**src/design/assert_macros.svh**
```systemverilog
// Assertion macros shared by the box blur RTL.
// No dependencies; define ASSERT_OFF to compile the checks out.
`ifndef ASSERT_MACROS_SVH
`define ASSERT_MACROS_SVH

`ifndef ASSERT_OFF
`define RBB_ASSERT_IMPL(lbl, clk, rst_n, ante, cons) \
	lbl: assert property (@(posedge clk) disable iff (!rst_n) (ante) |-> (cons)) \
		else $error("assertion failed");
`define RBB_ASSERT_NEVER(lbl, clk, rst_n, expr) \
	lbl: assert property (@(posedge clk) disable iff (!rst_n) !(expr)) \
		else $error("assertion failed");
`else
`define RBB_ASSERT_IMPL(lbl, clk, rst_n, ante, cons)
`define RBB_ASSERT_NEVER(lbl, clk, rst_n, expr)
`endif

`endif

```
**src/design/rbb_pkg.sv**
```systemverilog
// Package for the RGB 3x3 box blur: register codes, field widths, lane control.
// No dependencies.
package rbb_pkg;

	localparam int CHAN_COUNT   = 3;
	localparam int WIDTH_BITS   = 11;
	localparam int HEIGHT_BITS  = 13;
	localparam int ROW_BITS     = 12;
	localparam int CFG_DATA_BITS = HEIGHT_BITS;

	localparam logic [WIDTH_BITS-1:0]  WIDTH_RESET  = 11'd640;
	localparam logic [HEIGHT_BITS-1:0] HEIGHT_RESET = 13'd480;
	localparam logic [HEIGHT_BITS-1:0] MAX_HEIGHT   = 13'd4096;

	typedef enum logic [0:0] {
		REG_IMAGE_WIDTH  = 1'b0,
		REG_IMAGE_HEIGHT = 1'b1
	} cfg_reg_t;

	typedef struct packed {
		logic en_s2;
		logic en_s3;
	} lane_ctrl_t;

endpackage

```
**src/design/rbb_lane.sv**
```systemverilog
// One channel lane of the box blur: registered 3x3 sum, then divide by nine.
// Depends on rbb_pkg for the lane control struct.
module rbb_lane
	import rbb_pkg::*;
#(
	parameter int CHANNEL_BITS = 8
) (
	input  logic                    clk,
	input  lane_ctrl_t              ctrl,
	input  logic [CHANNEL_BITS-1:0] samp [9],
	output logic [CHANNEL_BITS-1:0] q_s3
);

	localparam int CB  = CHANNEL_BITS;
	localparam int SB  = CB + 4;
	localparam int K   = SB + 4;
	localparam int PB  = SB + K + 1;
	localparam logic [K:0] RECIP = (K+1)'(((1 << K) + 8) / 9);

	logic [CB+1:0] col_sum [3];
	logic [SB-1:0] sum;
	logic [SB-1:0] sum_s2;
	logic [PB-1:0] prod;

	always_comb begin
		for (int i = 0; i < 3; i++) begin
			col_sum[i] = (CB+2)'(samp[3*i]) + (CB+2)'(samp[3*i+1]) + (CB+2)'(samp[3*i+2]);
		end
		sum = SB'(col_sum[0]) + SB'(col_sum[1]) + SB'(col_sum[2]);
	end

	// floor(x / 9) by reciprocal multiply, exact for every SB-bit sum
	assign prod = PB'(sum_s2) * PB'(RECIP);

	always_ff @(posedge clk) begin
		if (ctrl.en_s2) begin
			sum_s2 <= sum;
		end
		if (ctrl.en_s3) begin
			q_s3 <= CB'(prod >> K);
		end
	end

endmodule

```
**config.mk**
```make
export PLATFORM = sky130hd
export DESIGN_NAME = rbb_lane
export DESIGN_NICKNAME = d
export VERILOG_FILES = /design/src/design/assert_macros.svh /design/src/design/rbb_pkg.sv /design/src/design/rbb_lane.sv
export SDC_FILE = /design/constraint.sdc
export NUM_CORES = 1
export LEC_CHECK = 0
export BUFFER_PORTS_ARGS = -buffer_cell sky130_fd_sc_hd__buf_4
export CAP_MARGIN = 20
export CORE_UTILIZATION = 40
export CTS_CLUSTER_SIZE = 10
export DETAILED_ROUTE_END_ITERATION = 6
export PLACE_DENSITY = 0.59
export RECOVER_POWER = 50
export REMOVE_ABC_BUFFERS = 1
export SLEW_MARGIN = 20
export SYNTH_ARGS = -nofsm -noshare
export SYNTH_HDL_FRONTEND = slang
export SYNTH_SLANG_ARGS = --single-unit
```
**constraint.sdc**
```tcl
create_clock -name clk -period 6.1 [get_ports clk]
set_input_delay 0.915 -clock clk [delete_from_list [all_inputs] [get_ports clk]]
set_output_delay 0.915 -clock clk [all_outputs]
set_load 0.05 [all_outputs]
```
==> impl_metrics.py <==
metrics = {
    "status": {
        "outcome": "finished clean",
    },
    "clock_tree": {
        "cts_buffer_depth": 2,
        "post-cts-setup-buffers": 0,
        "cts_resized": 0,
        "clock_latency_ps": 260,
        "root_buffer": "clkbuf_8",
        "cts_inserted_buffers": 3,
        "holdBufCountCts": 0,
        "clk_pin_slew_ps": 70,
        "cts.htree.levels": 1,
        "clock-sinks": 20,
        "cts_tree": "built",
    },
    "finish": {
        "final_layout_size_suffix_gt1_share_pct": 17.0,
        "n_antenna_cell": 0,
        "n_fill_cell": 977,
        "fin_nets": 726,
        "area_growth_pct": 19.2,
    },
    "die": {
        "rows": 37,
        "chipHeight_um": 106,
        "pin_count": 83,
        "dieWidth_um": 106,
        "start_util_pct": 41.5,
        "die_area_sq_um": 11200,
        "core_sq_um": 10400,
    },
    "yosys": {
        "netlist.area_leader.share_pct": 38.4,
        "synth_warnings": 0,
        "synth_cell_types": 31,
        "synth_top_area_cell": "fa_1",
        "ys_ff_latch": 20,
        "synth_seq_area_share_pct": 13.9,
        "syn_inst": 402,
        "synthTopCellsByArea": "fa_1 (38%), ha_1 (23%), edfxtp_1 (14%), inv_1 (11%), xnor2_1 (2.6%)",
        "syn_area_per_cell_sq_um": 10.8,
        "syn_area_sq_um": 4330,
    },
    "sta": {
        "finalSetupViolCount": 0,
        "slew_headroom_pct": 55.7,
        "drv_slew": 0,
        "finalCriticalPeriod_ps": 5060,
        "worst_slew_pin_slew_ps": 665,
        "rsz0062_at_grt": "no",
        "finalSetupTns_ps": 0,
        "max_freq_ghz": 0.198,
        "fin_crit_sh_pct": 82.9,
        "fin_skew_ps": 1.81,
        "hold_violations": 0,
    },
    "route": {
        "wire_per_inst_um": 11.8,
        "drc": 0,
        "antenna_left": 0,
        "first_iter_violations": 74,
        "vias_per_cell": 4.68,
        "wl_um": 7350,
        "firstDrtPassIters": 5,
        "via_count": 2917,
    },
    "grt": {
        "grt_use_total_pct": 13.9,
        "grt_max_degree": 13,
        "grt_pass1_vias": 3042,
        "grt_pass1_wl_um": 12700,
        "antenna_found_initial": 0,
        "met2_usage_pct": 24.5,
        "use_met1_pct": 19.0,
        "top_usage_layer": "met2",
        "gr-total-overflow": 0,
        "use_met3_pct": 0.613,
    },
    "setup_path": {
        "crit_fanout": 4,
        "critical_path_class": "reg -> reg",
        "cp-start-kind": "register",
        "reg2reg_from": "sum_s2[3]",
        "endpoint_kind": "register",
        "arrival_ps": 5150,
        "crit_required_ps": 6200,
        "crit_start": "sum_s2[3]",
        "reg2reg_depth": 18,
    },
    "place": {
        "numPortBuffers": 82,
        "hpwl_um": 6970,
        "gp_routability_congestion": 0.833,
    },
    "min_path": {
        "min_path_cells": 1,
        "min_path_type": "in -> reg",
        "min_from": "ctrl[0]",
    },
    "flow_run": {
        "maxCapViolations": 0,
    },
}
## synth_stat cells
master and instances:
inv_1 123, fa_1 83, ha_1 80, edfxtp_1 20
a21oi_1 15, xnor2_1 13, nor2_1 12, o21ai_0 10
nand2_1 9, nand4_1 4, xor2_1 4, a21o_1 3
nor2b_1 3, nor3_1 3, a211oi_1 2, a21boi_0 2
o211ai_1 2, a2111o_1 1, a211o_1 1, a21oi_2 1
a311o_2 1, a31oi_1 1, a32oi_1 1, and4_1 1
clkbuf_1 1, nand3_1 1, o2111ai_1 1, o211ai_2 1
o21a_1 1, o41a_1 1, o41ai_1 1
## path summary, 6_finish.rpt
kind | to | slack, ps
max | q_s3[5] | 1040
min | q_s3[5] | 1100
max reg2reg | q_s3[5] | 1040
min reg2reg | q_s3[7] | 1140
## state kept, by name, summed over array words and instances, names as in the netlist
name    count
q_s3        8
sum_s2     12
## cell type report
cell class,instances,area (sq um),area share [%]
multi-input cells,258,3260,63.2
flip-flops and latches,20,601,11.6
repair buffers,82,593,11.5
inverters,123,462,8.95
well taps,136,170,3.30
clock buffers,3,41.3,0.801
clock inverters,1,30.0,0.582
## critical path: stages (launching register included)
cell       delay, ps
edfxtp_1         450
inv_1             90
fa_1             540
inv_1             60
ha_1             320
inv_1             70
fa_1             500
inv_1             50
fa_1             500
inv_1             60
fa_1             530
inv_1             40
ha_1             330
nand4_1          100
a21oi_1           40
a21oi_1          320
o21ai_0          290
a2111o_1         490
o2111ai_1        110
## stage by stage
step / hold slack (ps) / util [%] / std cells / setup WS [ps] / instance area, sq um
final: 1100 / 49.5 / 623 / 1040 / 5160
after global routing: 1120 / 49.5 / 623 / 667 / 5160
after CTS: 933 / 49.7 / 623 / 1070 / 5180
after detailed placement: 1130 / 49.0 / 619 / 1010 / 5110
after global placement: 1100 / 49.0 / 619 / 1050 / 5110
after floorplan: 953 / - / 401 / 1270 / 4320
## kinds of logic after synthesis
logic type	Yosys count	share of synthesized area [%]
AOI/OAI and AO/OA	45	6.86
xor gates and xnor gates	17	3.44
adders and majority gates	163	61.6
buffers and inverters	124	10.8
DFF	20	13.9
and+or+nand+nor	33	3.50
## cell usage in the layout (no fill, tap or decap), types with 2 or more instances in the layout
cell	count
a211oi_1	2
a21boi_0	2
a21o_1	3
a21oi_1	15
buf_4	76
clkbuf_1	6
clkbuf_8	3
edfxtp_1	20
fa_1	83
ha_1	80
inv_1	123
nand2_1	9
nand4_1	4
nor2_1	12
nor2b_1	3
nor3_1	3
o211ai_1	2
o21ai_0	10
xnor2_1	13
xor2_1	4
## layer usage
layer | wire (um) | vias to the layer above | share of wire, %
met5 | 0 | - | 0
li1 | - | 1431 | -
met3 | 209 | 5 | 2.8
met4 | 66 | 0 | 0.90
met1 | 3340 | 1430 | 45
met2 | 3730 | 51 | 51
Power is left out: the tool's default activity adds up to more than one toggle a clock period on the data nets, which glitch-free logic cannot reach.
